**config.mk**
```make
export PLATFORM = sky130hd
export DESIGN_NAME = ed2d_back
export DESIGN_NICKNAME = d
export VERILOG_FILES = /design/src/hw/rtl/ed2d_pkg.sv /design/src/hw/rtl/ed2d_back.sv
export SDC_FILE = /design/constraint.sdc
export NUM_CORES = 2
export LEC_CHECK = 0
export ABC_AREA = 1
export ABC_CLOCK_PERIOD_IN_PS = 54800
export BUFFER_PORTS_ARGS = -buffer_cell sky130_fd_sc_hd__buf_2
export CAP_MARGIN = 20
export CORE_ASPECT_RATIO = 1.1
export CORE_MARGIN = 4
export CORE_UTILIZATION = 64
export DETAILED_ROUTE_END_ITERATION = 8
export GPL_TIMING_DRIVEN = 0
export HOLD_SLACK_MARGIN = 0.15
export PLACE_DENSITY = 0.8
export SYNTH_ARGS = -nofsm -noshare
export SYNTH_HDL_FRONTEND = slang
export SYNTH_SLANG_ARGS = --single-unit
```
**constraint.sdc**
```tcl
create_clock -name clk -period 54.8 [get_ports clk]
set_input_delay 2.74 -clock clk [delete_from_list [all_inputs] [get_ports clk]]
set_output_delay 2.74 -clock clk [all_outputs]
set_load 0.02 [all_outputs]
```
**src/hw/rtl/ed2d_pkg.sv**
```systemverilog
`timescale 1ns / 1ps
// ----------------------------------------------------------------------------
// ed2d_pkg
// shared types and constants for the 2d distance block
// ----------------------------------------------------------------------------
package ed2d_pkg;

  // queue between the squaring front and the square-root back
  localparam int QUEUE_DEPTH    = 4;
  localparam int QUEUE_PTR_BITS = 2;
  localparam int QUEUE_CNT_BITS = 3;

  // queue occupancy flags seen by both sides
  typedef struct packed {
    logic full;
    logic empty;
  } q_status_t;

  // queue write and read strobes
  typedef struct packed {
    logic push;
    logic pop;
  } q_ctrl_t;

endpackage

```
**src/hw/rtl/ed2d_back.sv**
```systemverilog
`timescale 1ns / 1ps
// ----------------------------------------------------------------------------
// ed2d_back
// pipelined restoring square root, one result bit per stage
// ----------------------------------------------------------------------------
module ed2d_back
  import ed2d_pkg::*;
#(
  parameter int COORD_BITS = 25
) (
  input  logic                  clk,
  input  logic                  rst,
  input  q_status_t             q_status,
  input  logic [2*COORD_BITS:0] sum,
  output logic                  pop,
  output logic                  out_valid,
  input  logic                  out_stall,
  output logic [COORD_BITS:0]   span
);

  localparam int RW    = COORD_BITS + 1;
  localparam int RAD_W = 2 * RW;
  localparam int REM_W = RW + 3;

  logic             valid [RW];
  logic [RAD_W-1:0] rad   [RW];
  logic [REM_W-1:0] rem   [RW];
  logic [RW-1:0]    root  [RW];
  logic             advance;

  // stages only hold when the finished result is waiting
  assign advance   = !(valid[RW-1] && out_stall);
  assign pop       = advance && !q_status.empty;
  assign out_valid = valid[RW-1];
  assign span      = root[RW-1];

  for (genvar k = 0; k < RW; k++) begin : g_stage
    logic             v_in;
    logic [RAD_W-1:0] rad_in;
    logic [REM_W-1:0] rem_in;
    logic [RW-1:0]    root_in;
    logic [REM_W-1:0] rem_sh;
    logic [REM_W-1:0] trial;
    logic             ge;

    if (k == 0) begin : g_head
      assign v_in    = pop;
      assign rad_in  = {1'b0, sum};
      assign rem_in  = '0;
      assign root_in = '0;
    end else begin : g_body
      assign v_in    = valid[k-1];
      assign rad_in  = rad[k-1];
      assign rem_in  = rem[k-1];
      assign root_in = root[k-1];
    end

    // bring down the next two radicand bits and try root*4 + 1
    assign rem_sh = {rem_in[REM_W-3:0], rad_in[RAD_W-1 -: 2]};
    assign trial  = REM_W'({root_in, 2'b01});
    assign ge     = (rem_sh >= trial);

    always_ff @(posedge clk) begin
      if (rst) begin
        valid[k] <= 1'b0;
      end else if (advance) begin
        valid[k] <= v_in;
      end
    end

    always_ff @(posedge clk) begin
      if (advance) begin
        rad[k]  <= {rad_in[RAD_W-3:0], 2'b00};
        rem[k]  <= ge ? (rem_sh - trial) : rem_sh;
        root[k] <= {root_in[RW-2:0], ge};
      end
    end
  end

endmodule

```
==> results_dict.tcl <==
set metrics [dict create \
    viasPerCell 5.49 \
    firstDrtPassIters 9 \
    p_seq_frac 0.452 \
    grt_usage 0.309 \
    slew_viol_final 0 \
    drc 0 \
    critPathRequiredTime_ps 52060 \
    endpoint_kind "output pin" \
    syn_inst 10300 \
    ant_nets 0 \
    synth.cell_area_um2 91100 \
    slew_headroom 0.391 \
    grt_pass1_wl_mm 360 \
    rsz0062_at_grt "false" \
    die_area_um2 148000 \
    grt-ovfl-total 0 \
    design_area_um2 100000 \
    wl_per_cell_um 18.2 \
    vias 69300 \
    cts_tree "built" \
    timing.final.crit_share 0.108 \
    final.setup_skew_ps 41.1 \
    numCtsBuffers 164 \
    place_area_um2 94600 \
    nNetsFinal 11000 \
    p_sw_frac 0.340 \
    path_class "in2out" \
    path_delay_family "buffers and inverters" \
    port_buffers 82 \
    drv_cap 0 \
    die_w_um 368 \
    syn_avg_cell_area_um2 8.84 \
    internal_power_uw 2720 \
    syn-num-nets 10700 \
    area_delta_synth_final_pct 10.2 \
    antenna_cells 0 \
    p_per_area_nw_per_um2 41.0 \
    grt_pass1_vias 66900 \
    clock-sinks 1659 \
    mostFrequentLayoutCell "nand2_1" \
    hold_viol 0 \
    worstMarginPinSlew_ps 906 \
    period_minus_slack_ps 5900 \
    ys_seq_elements 1659 \
    pwr-share-clk 0.294 \
    clock.fmax_mhz 169 \
    ctsHoldBuffers 0 \
    slowest_delay_ps 180 \
    cts-root-buf "clkbuf_16" \
    peakVddDrop_mv 0.0347 \
    yosysSeqAreaShare 0.547 \
    core_area_um2 141000 \
    ctsResizeCount 0 \
    fillers 10300 \
    ys.warnings.count 0 \
    hpwl_mm 175 \
    hold_class "reg2reg" \
    synth_top_cell_area_share 0.547 \
    io-pin-count 84 \
    p_leak_uw 0.0483 \
    rows 144 \
    grt_max_degree 82 \
    ys_types 57 \
    critical_path.slowest_cell "buf_2" \
    clk_pin_slew_ps 60 \
    yosys_most_used_dff "edfxtp_1" \
    clock_latency_ps 820 \
    hold_ws_ps 407 \
    critPathMaxFanout 3 \
    async_flop_share 0 \
    synth_area_leaders "edfxtp_1, nand2_1, inv_1" \
    layout-drive-gt1-share 0.0707 \
    htree_levels 4 \
    switching_power_uw 1400 \
    die_y_um 404 \
    critPathArrivalTime_ps 3160 \
    post-cts-setup-buffers 0 \
    wirelength_mm 230 \
    pwr-share-comb 0.254 \
    synth_edf_count 1659 \
    start_util 0.647 \
    crit_buf_inv 2 \
    most-common-layout-cells "nand2_1, inv_1, edfxtp_1, nor2_1, nand3_1" \
    dr.first_iter.drc_count 6900 \
    crit_path_frequent_cell "buf_2" \
    status "complete, no violations" \
    clockBufferDepth 3 \
    crit_path_start_kind "input pin" \
    place_congestion 0.992 \
    path_cells "buf_2 > a21oi_1 > buf_2" \
    synth_top_cell_by_area "edfxtp_1" \
    antenna_found_initial 5 \
    finalSetupViolCount 0 \
]
registers in the layout, summed over array words and instances (netlist names):
name   flops
valid     26
root     351
rad      650
rem      632
power groups by stage:
stage / Clock [uW] / Sequential, uW / Combinational [uW]
after global routing: 1290 / 1880 / 1180
after global placement: 0 / 1870 / 998
final: 1210 / 1860 / 1050
after CTS: 1230 / 1860 / 1030
after detailed placement: 0 / 1880 / 1020
after floorplan: 0 / 1790 / 756
through the flow:
stage	setup slack, ps	setup TNS [ps]	std cells	util	total power (uW)
after CTS	48890	0	12600	0.713	4120
after global routing	48860	0	12600	0.714	4340
after floorplan	10550	0	10300	-	2540
final	48900	0	12600	0.714	4120
after global placement	-3880	-99490	12300	0.667	2870
after detailed placement	48770	0	12300	0.672	2900
per-layer routing:
layer  track usage  share of wire
met5             0        0.00013
met4         0.149          0.055
met3        0.0435          0.063
met1         0.391           0.40
met2         0.526           0.48
cell usage after synthesis, types with 3 or more instances:
cell	n
nor3_2	13
nand2_4	8
nand2_2	27
nor3_1	115
o211ai_1	5
buf_6	42
nor2_4	11
a21boi_0	4
nand3_2	9
o21bai_1	22
nand3b_1	73
nand4_1	158
nand2_1	3491
nor2_2	45
o21ai_1	20
buf_4	29
nand3_1	603
xor2_1	199
and3_1	6
a21oi_2	76
inv_1	1787
a21oi_1	331
o21ai_2	39
inv_2	23
buf_2	8
inv_4	10
and2_1	22
nor3b_1	5
o21ai_0	135
o21a_1	3
edfxtp_1	1659
ha_1	376
xnor2_1	77
or2_2	28
nor2_1	817
layout make-up:
cell class	instances	area (um^2)	area share
clock buffer	183	4240	0.0422
timing repair buffer	108	1100	0.0109
buffer	82	743	0.00740
inverter	1822	6860	0.0684
multi-input combinational	6744	33700	0.335
clock inverter	122	1590	0.0158
tap	1898	2370	0.0237
sequential	1659	49800	0.496
logic make-up after synthesis:
| kind of cell | after synthesis | share of synthesized area |
|---|---|---|
| flip-flops | 1659 | 0.547 |
| XOR/XNOR | 276 | 0.0265 |
| AO/OA/AOI/OAI | 647 | 0.0419 |
| adder cells (fa/ha/maj) | 376 | 0.0516 |
| buffers and inverters | 1904 | 0.0835 |
| AND/OR/NAND/NOR | 5444 | 0.249 |
| other | 1 | 0.0000412 |
path summary, 6_finish.rpt:
check | start | endpoint | slack [ps] | cells after the start
max | out_stall | pop | 48900 | 3
min | rad[1][27]$_DFFE_PN_ | rad[1][79]$_DFFE_PN_ | 410 | 0
max reg2reg | valid[25]$_DFFE_PP_ | rad[2][189]$_DFFE_PN_ | 51140 | 7
min reg2reg | rad[1][27]$_DFFE_PN_ | rad[1][79]$_DFFE_PN_ | 410 | 0
Power figures use the tool's default switching activity.
