### src/hw/rtl/ed2d_pkg.sv
`timescale 1ns / 1ps
// ----------------------------------------------------------------------------
// ed2d_pkg
// shared types and constants for the 2d distance block
// ----------------------------------------------------------------------------
package ed2d_pkg;

  // queue between the squaring front and the square-root back
  localparam int QUEUE_DEPTH    = 4;
  localparam int QUEUE_PTR_BITS = 2;
  localparam int QUEUE_CNT_BITS = 3;

  // queue occupancy flags seen by both sides
  typedef struct packed {
    logic full;
    logic empty;
  } q_status_t;

  // queue write and read strobes
  typedef struct packed {
    logic push;
    logic pop;
  } q_ctrl_t;

endpackage

### src/hw/rtl/ed2d_front.sv
`timescale 1ns / 1ps
// ----------------------------------------------------------------------------
// ed2d_front
// two-stage front: absolute differences, then exact squares and their sum
// ----------------------------------------------------------------------------
module ed2d_front
  import ed2d_pkg::*;
#(
  parameter int COORD_BITS = 25
) (
  input  logic                          clk,
  input  logic                          rst,
  input  logic                          in_valid,
  output logic                          in_stall,
  input  logic signed [COORD_BITS-1:0]  first_x,
  input  logic signed [COORD_BITS-1:0]  first_y,
  input  logic signed [COORD_BITS-1:0]  second_x,
  input  logic signed [COORD_BITS-1:0]  second_y,
  input  q_status_t                     q_status,
  output logic                          push,
  output logic [2*COORD_BITS:0]         sum
);

  localparam int CB = COORD_BITS;

  logic                   diff_valid;
  logic [CB-1:0]          dx;
  logic [CB-1:0]          dy;
  logic                   sq_valid;
  logic [2*CB-1:0]        sq_x;
  logic [2*CB-1:0]        sq_y;
  logic                   advance;
  logic signed [CB:0]     diff_x;
  logic signed [CB:0]     diff_y;
  logic [CB:0]            abs_x;
  logic [CB:0]            abs_y;

  // the whole front moves unless its last beat is blocked by a full queue
  assign advance  = !(sq_valid && q_status.full);
  assign in_stall = !advance;
  assign push     = sq_valid && !q_status.full;

  assign diff_x = {second_x[CB-1], second_x} - {first_x[CB-1], first_x};
  assign diff_y = {second_y[CB-1], second_y} - {first_y[CB-1], first_y};
  assign abs_x  = diff_x[CB] ? (CB+1)'(-diff_x) : (CB+1)'(diff_x);
  assign abs_y  = diff_y[CB] ? (CB+1)'(-diff_y) : (CB+1)'(diff_y);

  always_ff @(posedge clk) begin
    if (rst) begin
      diff_valid <= 1'b0;
      sq_valid   <= 1'b0;
    end else if (advance) begin
      diff_valid <= in_valid;
      sq_valid   <= diff_valid;
    end
  end

  always_ff @(posedge clk) begin
    if (advance) begin
      // magnitude never exceeds 2^CB - 1
      dx   <= abs_x[CB-1:0];
      dy   <= abs_y[CB-1:0];
      sq_x <= (2*CB)'(dx) * (2*CB)'(dx);
      sq_y <= (2*CB)'(dy) * (2*CB)'(dy);
    end
  end

  assign sum = {1'b0, sq_x} + {1'b0, sq_y};

endmodule

### config.mk
export PLATFORM = sky130hd
export DESIGN_NAME = ed2d_front
export DESIGN_NICKNAME = d
export VERILOG_FILES = /design/src/hw/rtl/ed2d_pkg.sv /design/src/hw/rtl/ed2d_front.sv
export SDC_FILE = /design/constraint.sdc
export NUM_CORES = 2
export LEC_CHECK = 0
export BUFFER_PORTS_ARGS = -buffer_cell sky130_fd_sc_hd__buf_2
export CAP_MARGIN = 10
export CORE_ASPECT_RATIO = 0.5
export CORE_MARGIN = 1
export CORE_UTILIZATION = 65
export DETAILED_ROUTE_END_ITERATION = 16
export PLACE_DENSITY = 0.84
export SYNTH_ARGS = -nofsm -noshare
export SYNTH_HDL_FRONTEND = slang
export SYNTH_SLANG_ARGS = --single-unit
### constraint.sdc
create_clock -name clk -period 10.7 [get_ports clk]
set_clock_uncertainty 0.1 [all_clocks]
set_input_delay 1.07 -clock clk [delete_from_list [all_inputs] [get_ports clk]]
set_output_delay 1.07 -clock clk [all_outputs]
set_load 0.1 [all_outputs]
==> key figures <==
Critical path
  • Worst Setup Start Kind: register
  • CP max FO: 25
  • Worst path bufs/invs: 7
  • CP endpoint kind: register
  • CP top delay family: adder cells
  • Delay of the slowest cell on the worst path: between 1 and 1.5 ns
  • Reg2Reg Setup Slack: roughly 1.7 ns
  • R2R Path End: sq_y[49]
  • Worst r2r path cells: 26
  • Worst Path Required: around 11 ns
  • Critical Path AT: 9.09 ns
  • Worst setup startpoint: dy[14]
  • Critical R2R Launch: dy[14]
  • Slowest CP cell: edfxtp_1
  • Crit path kind: register to register

Global route
  • GRT busiest layer: met2
  • Initial antenna violation count: 0
  • First-pass GRT wire length: 183,700 um
  • Vias in the first global route: between 30,000 and 40,000
  • Largest net degree at the start of global routing: around 90
  • GR Util met1: 0.4140
  • GRT overflow: 0
  • Met3 usage in global routing: 0.07248
  • M2 GR Usage: 0.5365
  • Global Route Usage Sum: 0.3208

Place
  • GPL Wtd Cong: ~0.94
  • DP Wirelength: roughly 89,000 um
  • IO Port Bufs: between 150 and 200
  • DP Worst Slack: around 1.9 ns

Routing
  • DRT Wirelength: 110,100 um
  • Post-route ant nets: 0
  • Pre-antenna DRT Iters: 6
  • Number of DRC markers in iteration 0: 2,410
  • WL/cell: ~18 um
  • Via density: approximately 5.6
  • Routed vias: roughly 34,000
  • DR DRC count: 0

Finish
  • Fin util: 0.6981
  • Ant diodes: 0
  • Area grow syn2layout: 4.919%
  • Share of layout cells above drive strength 1: 0.05273
  • Final net count: roughly 6,600
  • Filler cell count in the final layout: 5,193

Timing
  • Crit share post-route: 0.8372
  • # setup viols final: 0
  • Max Clock Freq: about 0.11 GHz
  • RSZ-0062 raised after global routing: no
  • Setup TNS: 0 ns
  • Slew Limit Fails: 0
  • Final Hold Viols: 0
  • Slew headroom: 0.1484
  • Worst Max-Slew Pin Slew: between 1 and 1.5 ns
  • Worst setup margin: 1.742 ns
  • Post-layout min period: ~9.0 ns

Yosys
  • Number of synthesized register bits: 150
  • Synthesized area per cell: a little over 9 um^2
  • Most used DFF post-synth: edfxtp_1
  • Sequential area share after synthesis: 0.09661
  • Synthesized cell area: roughly 46,000 um^2
  • Post-synth EDFFs: 148
  • Netlist cell types: 87
  • Post-Syn Instances: just over 5,000
  • Warning count from the yosys run: 0
  • Asr flop ratio synth: 0
  • Syn nets: about 6,600

Floorplanning
  • Die Y: about 190 um
  • Die Wd: 379.9 um
  • Site Rows: 68
  • Core ar.: between 60,000 and 70,000 um^2
  • Initial core utilization: 0.6653
  • Die Area: 72,550 um^2
  • # IOs: around 160

Job
  • Max Cap Viol: 0

CTS
  • Clock sink total: 150
  • CTS H-tree lvls: 4
  • # hold bufs at CTS: 0
  • CTS tree: yes
  • Clock buffer count from CTS: 17
  • Clock Tree Buf Depth: 2
  • Post-CTS setup buffer count: 0
  • Root Driver: clkbuf_16
  • Clk_lat worst skew: around 0.5 ns
  • CTS clk-pin slew, worst paths: around 0.090 ns
  • Post-cts gate resize count: 0

Min path
  • Hold WC Path Type: register to register
  • Hold path endpoint: diff_valid
  • Min-delay src: diff_valid
  • Hold path depth: 2

Outcome
  • Status: completed
[worst max path at each step]
| stage | to | depth (start not counted) | slack [ns] |
|---|---|---|---|
| floorplan | sq_x[38] | 29 | 3.11 |
| global placement | sq_y[49] | 26 | 2.18 |
| detailed placement | sq_y[49] | 26 | 1.88 |
| CTS | sq_y[49] | 26 | 1.87 |
| global route | sq_y[49] | 26 | 1.36 |
| finish | sq_y[49] | 26 | 1.74 |
[final cells by class]
type,count,area (um^2),share of cell area
Tap cell,945,1182,0.02428
Inverter,1441,5409,0.1111
Sequential cell,150,4484,0.09208
Clock buffer,17,425.4,0.008735
Clock inverter,15,156.4,0.003211
Timing Repair Buffer,197,1089,0.02235
Multi-Input combinational cell,3319,35960,0.7383
[cells in the final DEF (no fill, tap or decap), types with 7 or more instances in the layout]
master     Yosys  routed
nor2b_1       32      32
nand2_1      425     424
and4_1         7       7
or2_2         11      11
o31ai_1       11      11
nor2_1       174     174
or3_1         12      12
fa_1         935     935
clkbuf_16      0      17
buf_2          4     156
xnor2_1      140     140
xor2_1        86      86
a31oi_1       26      25
nor4_1        11      11
inv_6          0       7
and3_1        32      32
a21o_1        89      89
a21boi_0       8       8
nor3_1        34      34
o21ai_0       79      79
o21a_1        26      26
nand4_1       26      26
a21oi_1      177     177
nand2b_1      16      16
o211ai_1      17      17
edfxtp_1     148     148
buf_4          0      41
o21bai_1      27      27
a211oi_1      23      23
nand3_1       41      41
and2_1       255     255
inv_1       1441    1441
ha_1         476     476
[per-stage QoR]
step                      cells  hold WS [ns]  cell area, um^2
final                      6084        0.3889            48700
after global routing       6084        0.4238            48700
after CTS                  6084        0.3964            48700
after detailed placement   6052        0.3778            48120
after global placement     6052        0.3332            48120
after floorplan            5058        0.3262            46420
[synth_stat cells (all sizes together), types with 5 or more instances]
cell / instances / area, um^2
o41ai: 6 / 60.06
clkbuf: 139 / 521.8
o31ai: 11 / 82.58
a211o: 6 / 52.55
and4: 7 / 61.31
a31o: 5 / 43.79
nand2: 425 / 1595
a31oi: 27 / 175.2
a221oi: 5 / 50.04
xnor2: 140 / 1226
a22oi: 5 / 37.54
nor2b: 32 / 200.2
buf: 9 / 61.31
inv: 1441 / 5409
o211ai: 18 / 140.1
a41oi: 5 / 51.30
o21ai: 82 / 410.4
nand4: 26 / 162.7
nor3: 34 / 170.2
and3: 33 / 207.7
nor2: 175 / 659.4
nor4: 12 / 90.09
a21oi: 177 / 885.9
a21o: 89 / 668.1
or2: 11 / 68.82
nand3: 41 / 205.2
a21boi: 8 / 60.06
or3: 12 / 75.07
o22ai: 6 / 37.54
o31a: 5 / 45.04
a211oi: 23 / 172.7
xor2: 86 / 753.2
and2: 256 / 1602
fa: 935 / 18720
edfxtp: 148 / 4444
o21bai: 27 / 202.7
o21a: 26 / 195.2
a2111oi: 7 / 87.58
nand2b: 16 / 100.1
ha: 476 / 5956
a311oi: 5 / 43.79
[sequential cells by signal (all words and copies together), names as in the netlist]
signal      count
dy             25
dx             25
diff_valid      1
sq_y           49
sq_x           49
sq_valid        1
[kinds of logic (layout without fill, tap and decap cells)]
| group | count (synthesis) | in the layout | synth area share |
|---|---|---|---|
| buf+inv | 1589 | 1670 | 0.1291 |
| fa+ha+maj | 1411 | 1411 | 0.5316 |
| simple gates | 1094 | 1094 | 0.1150 |
| compound gates | 580 | 580 | 0.08326 |
| xor+xnor | 226 | 226 | 0.04264 |
| flops | 150 | 150 | 0.09661 |
| mux | 8 | 8 | 0.001833 |
[routing by layer]
metal | vias up | share of wire
li1 | 15520 | -
met1 | 16900 | 0.40
met2 | 1493 | 0.47
met3 | 315 | 0.089
met4 | 0 | 0.037
met5 | - | 0
[worst register-to-register path: stages, from the launching register on]
cell and delay [ns]:
edfxtp_1 1.08, nand2_1 0.29, fa_1 0.61, inv_1 0.06, fa_1 0.53, inv_1 0.06, fa_1 0.52, inv_1 0.06
fa_1 0.50, inv_1 0.06, fa_1 0.53, inv_1 0.05, fa_1 0.48, inv_1 0.05, fa_1 0.47, inv_1 0.05
ha_1 0.33, nand2_1 0.08, o21ai_0 0.61, a21oi_1 0.17, o21ai_0 0.23, a31oi_1 0.13, o21ai_0 0.70, a31oi_1 0.31
o21ai_0 0.38, a211oi_1 0.15, xnor2_1 0.14
Power is not shown: default switching activity piles up to over one toggle a cycle in this logic, so the estimate is an artifact.
