<file path="src/hw/rtl/ed2d_pkg.sv">
`timescale 1ns / 1ps
// ----------------------------------------------------------------------------
// ed2d_pkg
// shared types and constants for the 2d distance block
// ----------------------------------------------------------------------------
package ed2d_pkg;

  // queue between the squaring front and the square-root back
  localparam int QUEUE_DEPTH    = 4;
  localparam int QUEUE_PTR_BITS = 2;
  localparam int QUEUE_CNT_BITS = 3;

  // queue occupancy flags seen by both sides
  typedef struct packed {
    logic full;
    logic empty;
  } q_status_t;

  // queue write and read strobes
  typedef struct packed {
    logic push;
    logic pop;
  } q_ctrl_t;

endpackage

</file>
<file path="src/hw/rtl/ed2d_queue.sv">
`timescale 1ns / 1ps
// ----------------------------------------------------------------------------
// ed2d_queue
// small fifo that lets the front and the back stall on their own
// ----------------------------------------------------------------------------
module ed2d_queue
  import ed2d_pkg::*;
#(
  parameter int WIDTH = 51
) (
  input  logic             clk,
  input  logic             rst,
  input  q_ctrl_t          ctrl,
  input  logic [WIDTH-1:0] wr_data,
  output logic [WIDTH-1:0] rd_data,
  output q_status_t        status
);

  logic [WIDTH-1:0]          mem [QUEUE_DEPTH];
  logic [QUEUE_PTR_BITS-1:0] wr_ptr;
  logic [QUEUE_PTR_BITS-1:0] rd_ptr;
  logic [QUEUE_CNT_BITS-1:0] count;

  assign status  = '{full:  (count == QUEUE_CNT_BITS'(QUEUE_DEPTH)),
                     empty: (count == '0)};
  assign rd_data = mem[rd_ptr];

  always_ff @(posedge clk) begin
    if (ctrl.push) begin
      mem[wr_ptr] <= wr_data;
    end
  end

  always_ff @(posedge clk) begin
    if (rst) begin
      wr_ptr <= '0;
      rd_ptr <= '0;
      count  <= '0;
    end else begin
      if (ctrl.push) begin
        wr_ptr <= wr_ptr + 1'b1;
      end
      if (ctrl.pop) begin
        rd_ptr <= rd_ptr + 1'b1;
      end
      case ({ctrl.push, ctrl.pop})
        2'b10:   count <= count + 1'b1;
        2'b01:   count <= count - 1'b1;
        default: count <= count;
      endcase
    end
  end

endmodule

</file>
<file path="config.mk">
export PLATFORM = sky130hd
export DESIGN_NAME = ed2d_queue
export DESIGN_NICKNAME = d
export VERILOG_FILES = /design/src/hw/rtl/ed2d_pkg.sv /design/src/hw/rtl/ed2d_queue.sv
export SDC_FILE = /design/constraint.sdc
export NUM_CORES = 1
export LEC_CHECK = 0
export BUFFER_PORTS_ARGS = -buffer_cell sky130_fd_sc_hd__buf_2
export CAP_MARGIN = 10
export CORE_MARGIN = 3
export CORE_UTILIZATION = 35
export CTS_CLUSTER_DIAMETER = 120
export DETAILED_ROUTE_END_ITERATION = 10
export PLACE_DENSITY_LB_ADDON = 0.08
export SKIP_CTS_REPAIR_TIMING = 1
export SLEW_MARGIN = 30
export SYNTH_ARGS = -nofsm -noshare
export SYNTH_HDL_FRONTEND = slang
export SYNTH_SLANG_ARGS = --single-unit
export TNS_END_PERCENT = 20
</file>
<file path="constraint.sdc">
create_clock -name clk -period 2.7 [get_ports clk]
set_input_delay 0.27 -clock clk [delete_from_list [all_inputs] [get_ports clk]]
set_output_delay 0.27 -clock clk [all_outputs]
set_load 0.05 [all_outputs]
</file>
==> run metrics, run 1 <==
Ports=108; crit share post-route=89.6%; H-tree depth=1; Max Fclk=0.413 GHz; Worst Hold Depth=1; Leakage=3.41 nW; clock buffer count from CTS=24; Starting Density=35.8%; clock transition at the registers of the reported paths=60 ps; min Tclk post-route=2420 ps; clock sinks=213; Synth cell types=23; Max-Cap Viols=0; WS Path Type=reg -> out; Buffers on Ports=107; number of global-route vias before repair=3889; CORE AREA=22000 µm²; Setup crit end kind=primary output; CTS root buffer=clkbuf_16; Synth area leaders=edfxtp_1 78%, mux4_2 14%, dfxtp_1 2.3%; Area growth syn-to-layout=26.8%; Avg Cell Area, Syn=25.0 µm²; Slew Viols, Final=0; clk_skew=9.11 ps; drt first pass iters=4; Worst R2R Path Depth=4; number of synthesized register bits=213; initial antenna violation count=0; Worst-Skew Late Latency=500 ps; outcome=complete, no violations; Hold Vio Cnt, Final=0; GRT overflow=0; Crit Path Max Fanout=19; data arrival time of the critical path=2150 ps; # nets final=554; Die Height=156 µm; final setup fails=0; Final ANT Viol Nets=0; Fin Setup TNS=0 ps; final hold slack=4.66 ps; Syn Std Cell Area=7850 µm²; worst path required time=2430 ps; global-route wire length before repair=22.7 mm; Total GRT Usage=12.3%; maximum number of pins on one net before global-route repair=52; post-route setup slack=280 ps; dpl hpwl=8.79 mm; Remaining DRCs=0; unrepaired setup endpoints after global routing=no; Post-Synthesis Cells=314; gpl congestion=0.664; PD cells=798 nW/µm²; via count=3702; DR vias/cell=4.69; drt wl/cell=18.9 µm; Ant. Diodes=0; WL final=15.0 mm; CTS tree=yes; Row Count=54; min-delay worst type=in -> reg; Layout fillers=1866; Mapped Nets=375; Slew @ Worst Pin=536 ps; Longest Clk Path Bufs=3; Die Area=24300 µm²; Die X=156 µm; drt initial violations=163; Synth top area share=78.0%; yosys warns=0; dpl ws=734 ps; layout cell share with drive strength beyond 1=39.6%; register area share after synthesis=80.3%; Yosys top cell by area=edfxtp_1; relative slew slack=64.3%; maximum vdd drop=0.000549 V; Worst setup SP type=flop
-- synth_stat cells --
| master | n |
|---|---|
| mux4_1 | 1 |
| dfxtp_1 | 9 |
| buf_12 | 5 |
| or3_1 | 1 |
| xnor2_1 | 2 |
| mux4_2 | 50 |
| inv_1 | 6 |
| clkbuf_1 | 1 |
| ha_1 | 5 |
| edfxtp_1 | 204 |
| and2_1 | 4 |
| xor2_1 | 3 |
| a21oi_1 | 2 |
| fa_1 | 1 |
| buf_2 | 5 |
| buf_6 | 1 |
| nand2_1 | 1 |
| mux2i_1 | 1 |
| nor2_1 | 8 |
| nor3_1 | 1 |
| and3_1 | 1 |
| o21ai_0 | 1 |
| buf_1 | 1 |
-- power by group --
part	switching (mW)	leakage (nW)	total, mW	internal, mW
clock	1.19	0.354	2.97	1.78
sequential	0.0614	1.95	3.85	3.79
combinational	0.751	1.10	1.13	0.381
total	2.00	3.41	7.95	5.95
-- layout by cell type, fill, tap and decap left out --
| master | instances |
|---|---|
| and2_2 | 4 |
| and3_1 | 1 |
| or3_1 | 1 |
| xor2_1 | 3 |
| edfxtp_1 | 204 |
| clkbuf_16 | 25 |
| buf_12 | 5 |
| ha_1 | 5 |
| bufinv_16 | 1 |
| mux4_1 | 1 |
| mux4_2 | 50 |
| xnor2_1 | 2 |
| mux2i_1 | 1 |
| nor2_1 | 8 |
| clkinv_2 | 2 |
| o21ai_0 | 1 |
| clkbuf_1 | 7 |
| clkinv_1 | 7 |
| inv_1 | 6 |
| dlygate4sd3_1 | 49 |
| buf_4 | 5 |
| buf_2 | 107 |
| nand2_1 | 1 |
| inv_6 | 1 |
| fa_1 | 1 |
| dfxtp_2 | 1 |
| a21oi_1 | 2 |
| dfxtp_1 | 7 |
| nor3_1 | 1 |
| dfxtp_4 | 1 |
-- per-layer routing --
metal | part of all wire, % | global-route usage, % | routed length, µm
met5 | 0 | 0 | 0
met1 | 41 | 15.3 | 6190
met4 | 2.7 | 3.36 | 401
met3 | 4.8 | 3.36 | 712
met2 | 51 | 21.2 | 7660
-- sequential cells by signal (all words and copies together) (netlist names), named ones only --
name,count
rd_ptr,2
wr_ptr,2
mem,204
count,3
-- cell type report --
class	count	area (µm²)	area share (%)
Clock buffer	32	652	6.55
Clock inverter	11	75.1	0.754
Inverter	6	22.5	0.226
Multi-Input combinational cell	82	1390	13.9
Sequential cell	213	6310	63.4
Tap cell	280	350	3.52
Timing Repair Buffer	166	1160	11.7
-- worst max-delay path, cell delays in order (launching register included) --
cell and delay, ps:
dfxtp_4 600, buf_12 260, mux4_2 550, buf_2 230
-- kinds of logic (layout without fill, tap and decap cells) --
logic type,count (synthesis),count (layout),share of synthesized area [%]
AO/OA/AOI/OAI,3,3,0.191
XOR/XNOR,5,5,0.558
adder cells (fa/ha/maj),6,6,1.05
buffers and inverters,19,215,2.12
flip-flops,213,213,80.3
multiplexers,52,52,14.8
AND/OR/NAND/NOR,16,16,0.972
-- per-stage QoR --
| step | util, % | area [µm²] | power [mW] | std cells |
|---|---|---|---|---|
| floorplan | - | 7850 | 4.73 | 314 |
| global placement | 39.8 | 8740 | 5.02 | 698 |
| detailed placement | 39.8 | 8740 | 5.03 | 698 |
| CTS | 43.1 | 9470 | 8.04 | 741 |
| global route | 45.4 | 9960 | 8.28 | 790 |
| finish | 45.4 | 9960 | 7.95 | 790 |
-- final timing paths --
path	startpoint	end	slack, ps
worst min register to register	count[1]$_SDFFE_PP0P_	count[1]$_SDFFE_PP0P_	520
worst max-delay path	flop	rd_data[13]	280
worst max register to register	wr_ptr[0]$_SDFFE_PP0P_	mem[2][1]$_DFFE_PP_	1060
worst min-delay path	wr_data[27]	mem[3][27]$_DFFE_PP_	5
Note: power is estimated with default switching activity, not from simulation.
==> inputs of run 2 (changes only) <==
--- a/config.mk
+++ b/config.mk
@@ -12,6 +12,7 @@
 export CTS_CLUSTER_DIAMETER = 120
 export DETAILED_ROUTE_END_ITERATION = 10
 export PLACE_DENSITY_LB_ADDON = 0.08
+export RECOVER_POWER = 25
 export SKIP_CTS_REPAIR_TIMING = 1
 export SLEW_MARGIN = 30
 export SYNTH_ARGS = -nofsm -noshare
==> run 2 against run 1 <==
  * Clock skew decreased by 0.54 ps
  * Critical path depth unchanged
  * Clock power about the same
  * Routed wire length about the same
  * Hold slack improved by 42 ps
  * Maximum frequency increased by 0.13%
  * Via count decreased by 0.38%
  * Worst setup slack improved by 3.0 ps
  * Non-clock buffer count unchanged
  * Critical path type unchanged
  * Critical endpoint unchanged
  * Largest power group unchanged
==> run metrics, run 2 (same netlist as run 1, synthesis figures left out) <==
outcome=complete, no violations (unchanged); number of global-route vias before repair=3889 (unchanged); maximum vdd drop=0.000549 V (about the same); initial antenna violation count=0 (unchanged); total power=7.94 mW (was 7.95 mW); slowest CP cell=dfxtp_4 (unchanged); Longest Clk Path Bufs=3 (unchanged); final setup fails=0 (unchanged); Starting Density=35.8% (unchanged); WS Path Type=reg -> out (unchanged); Leakage=3.32 nW (was 3.41 nW); clk_skew=8.56 ps (was 9.11 ps); Hold Vio Cnt, Final=0 (unchanged); drt first pass iters=4 (unchanged); DR vias/cell=4.67 (was 4.69); CORE AREA=22000 µm² (unchanged); sequential cell area=6310 µm² (unchanged); final hold slack=46.3 ps (was 4.66 ps); Die X=156 µm (unchanged); min Tclk post-route=2420 ps (about the same); crit share post-route=89.5% (was 89.6%); clock sinks=213 (unchanged); Fin Setup TNS=0 ps (unchanged); CTS root buffer=clkbuf_16 (unchanged); via count=3688 (was 3702); clock buffer count from CTS=24 (unchanged); most frequent cells in the layout=204 x edfxtp_1, 76 x buf_2, 50 x mux4_2 (was 204 x edfxtp_1, 107 x buf_2, 50 x mux4_2); Final ANT Viol Nets=0 (unchanged); Worst path top cell family by delay=flip-flops (unchanged); layout cell share with drive strength beyond 1=33.5% (was 39.6%); CTS tree=yes (unchanged); Largest stage delay, worst path=590 ps (was 600 ps); Total GRT Usage=12.3% (unchanged); Crit Path Max Fanout=19 (unchanged); Largest regs=mem (204), count (3) (unchanged); Worst setup SP type=flop (unchanged); Max-Cap Viols=0 (unchanged); data arrival time of the critical path=2150 ps (about the same); min-delay worst type=in -> reg (unchanged); clock transition at the registers of the reported paths=50 ps (was 60 ps); worst-path cell chain=buf_12, mux4_2, buf_2 (unchanged); Slew Viols, Final=0 (unchanged); Layout fillers=1877 (was 1866); CP Buf/Inv Count=2 (unchanged); Max Fclk=0.414 GHz (was 0.413 GHz); Buffers on Ports=107 (unchanged); H-tree depth=1 (unchanged); drt wl/cell=18.9 µm (about the same); global-route wire length before repair=22.7 mm (unchanged); relative slew slack=64.3% (about the same); Setup crit end kind=primary output (unchanged); Ant. Diodes=0 (unchanged); maximum number of pins on one net before global-route repair=52 (unchanged); Worst-Skew Late Latency=500 ps (about the same); Row Count=54 (unchanged); drt initial violations=174 (was 163); GRT overflow=0 (unchanged); dpl hpwl=8.79 mm (unchanged); Area growth syn-to-layout=26.3% (was 26.8%); Ports=108 (unchanged); PD cells=800 nW/µm² (was 798 nW/µm²); gpl congestion=0.664 (unchanged); footprint of the multi-input gates=1390 µm² (unchanged); unrepaired setup endpoints after global routing=no (unchanged); max reg flops=204 (unchanged); Die Height=156 µm (unchanged); most common cell after layout, fill and taps aside=edfxtp_1 (unchanged); worst path required time=2430 ps (about the same); Remaining DRCs=0 (unchanged); Slew @ Worst Pin=536 ps (about the same); # nets final=554 (unchanged); Die Area=24300 µm² (unchanged); most flop-heavy register=mem (unchanged); WL final=15.0 mm (about the same)
run 2: cell count changes in the layout (fill, tap and decap cells not counted):
cell,change
buf_2,-31
clkbuf_1,+31
run 2: worst register-to-register path: stages (launching register included):
cell	delay, ps
dfxtp_1	350
inv_1	100
ha_1	140
and2_2	290
buf_4	420
run 2: final cells by class:
cell class                 instances  area share, %
sequential                       213           63.6
timing repair buffer             166           11.3
clock buffer                      32           6.57
multi-input combinational         82           14.0
inverter                           6          0.227
clock inverter                    11          0.757
tap                              280           3.53
run 2: metal layers:
metal	global-route usage [%]	routed length, µm	vias up
met5	0	0	-
met3	3.36	734	24
li1	-	-	1675
met2	21.2	7650	80
met1	15.3	6170	1909
met4	3.36	401	0
run 2: worst paths after layout:
kind / endpoint / depth (start not counted) / slack (ps) / start
setup / recovery: rd_data[13] / 3 / 280 / flop
setup reg to reg: mem[2][41]$_DFFE_PP_ / 4 / 1060 / wr_ptr[0]$_SDFFE_PP0P_
hold / removal: flop / 2 / 50 / rst
hold reg to reg: count[1]$_SDFFE_PP0P_ / 2 / 520 / count[1]$_SDFFE_PP0P_
run 2: stage by stage:
| stage | instances | area [µm²] | setup WS, ps | utilization, % |
|---|---|---|---|---|
| floorplan | 314 | 7850 | 529 | - |
| global placement | 698 | 8740 | 729 | 39.8 |
| detailed placement | 698 | 8740 | 734 | 39.8 |
| CTS | 741 | 9470 | 190 | 43.1 |
| global route | 790 | 9920 | 133 | 45.2 |
| finish | 790 | 9920 | 283 | 45.2 |
run 2: power breakdown:
group          switching [mW]  internal (mW)
clock                    1.18           1.78
sequential             0.0614           3.79
combinational           0.751          0.374
total                    1.99           5.95
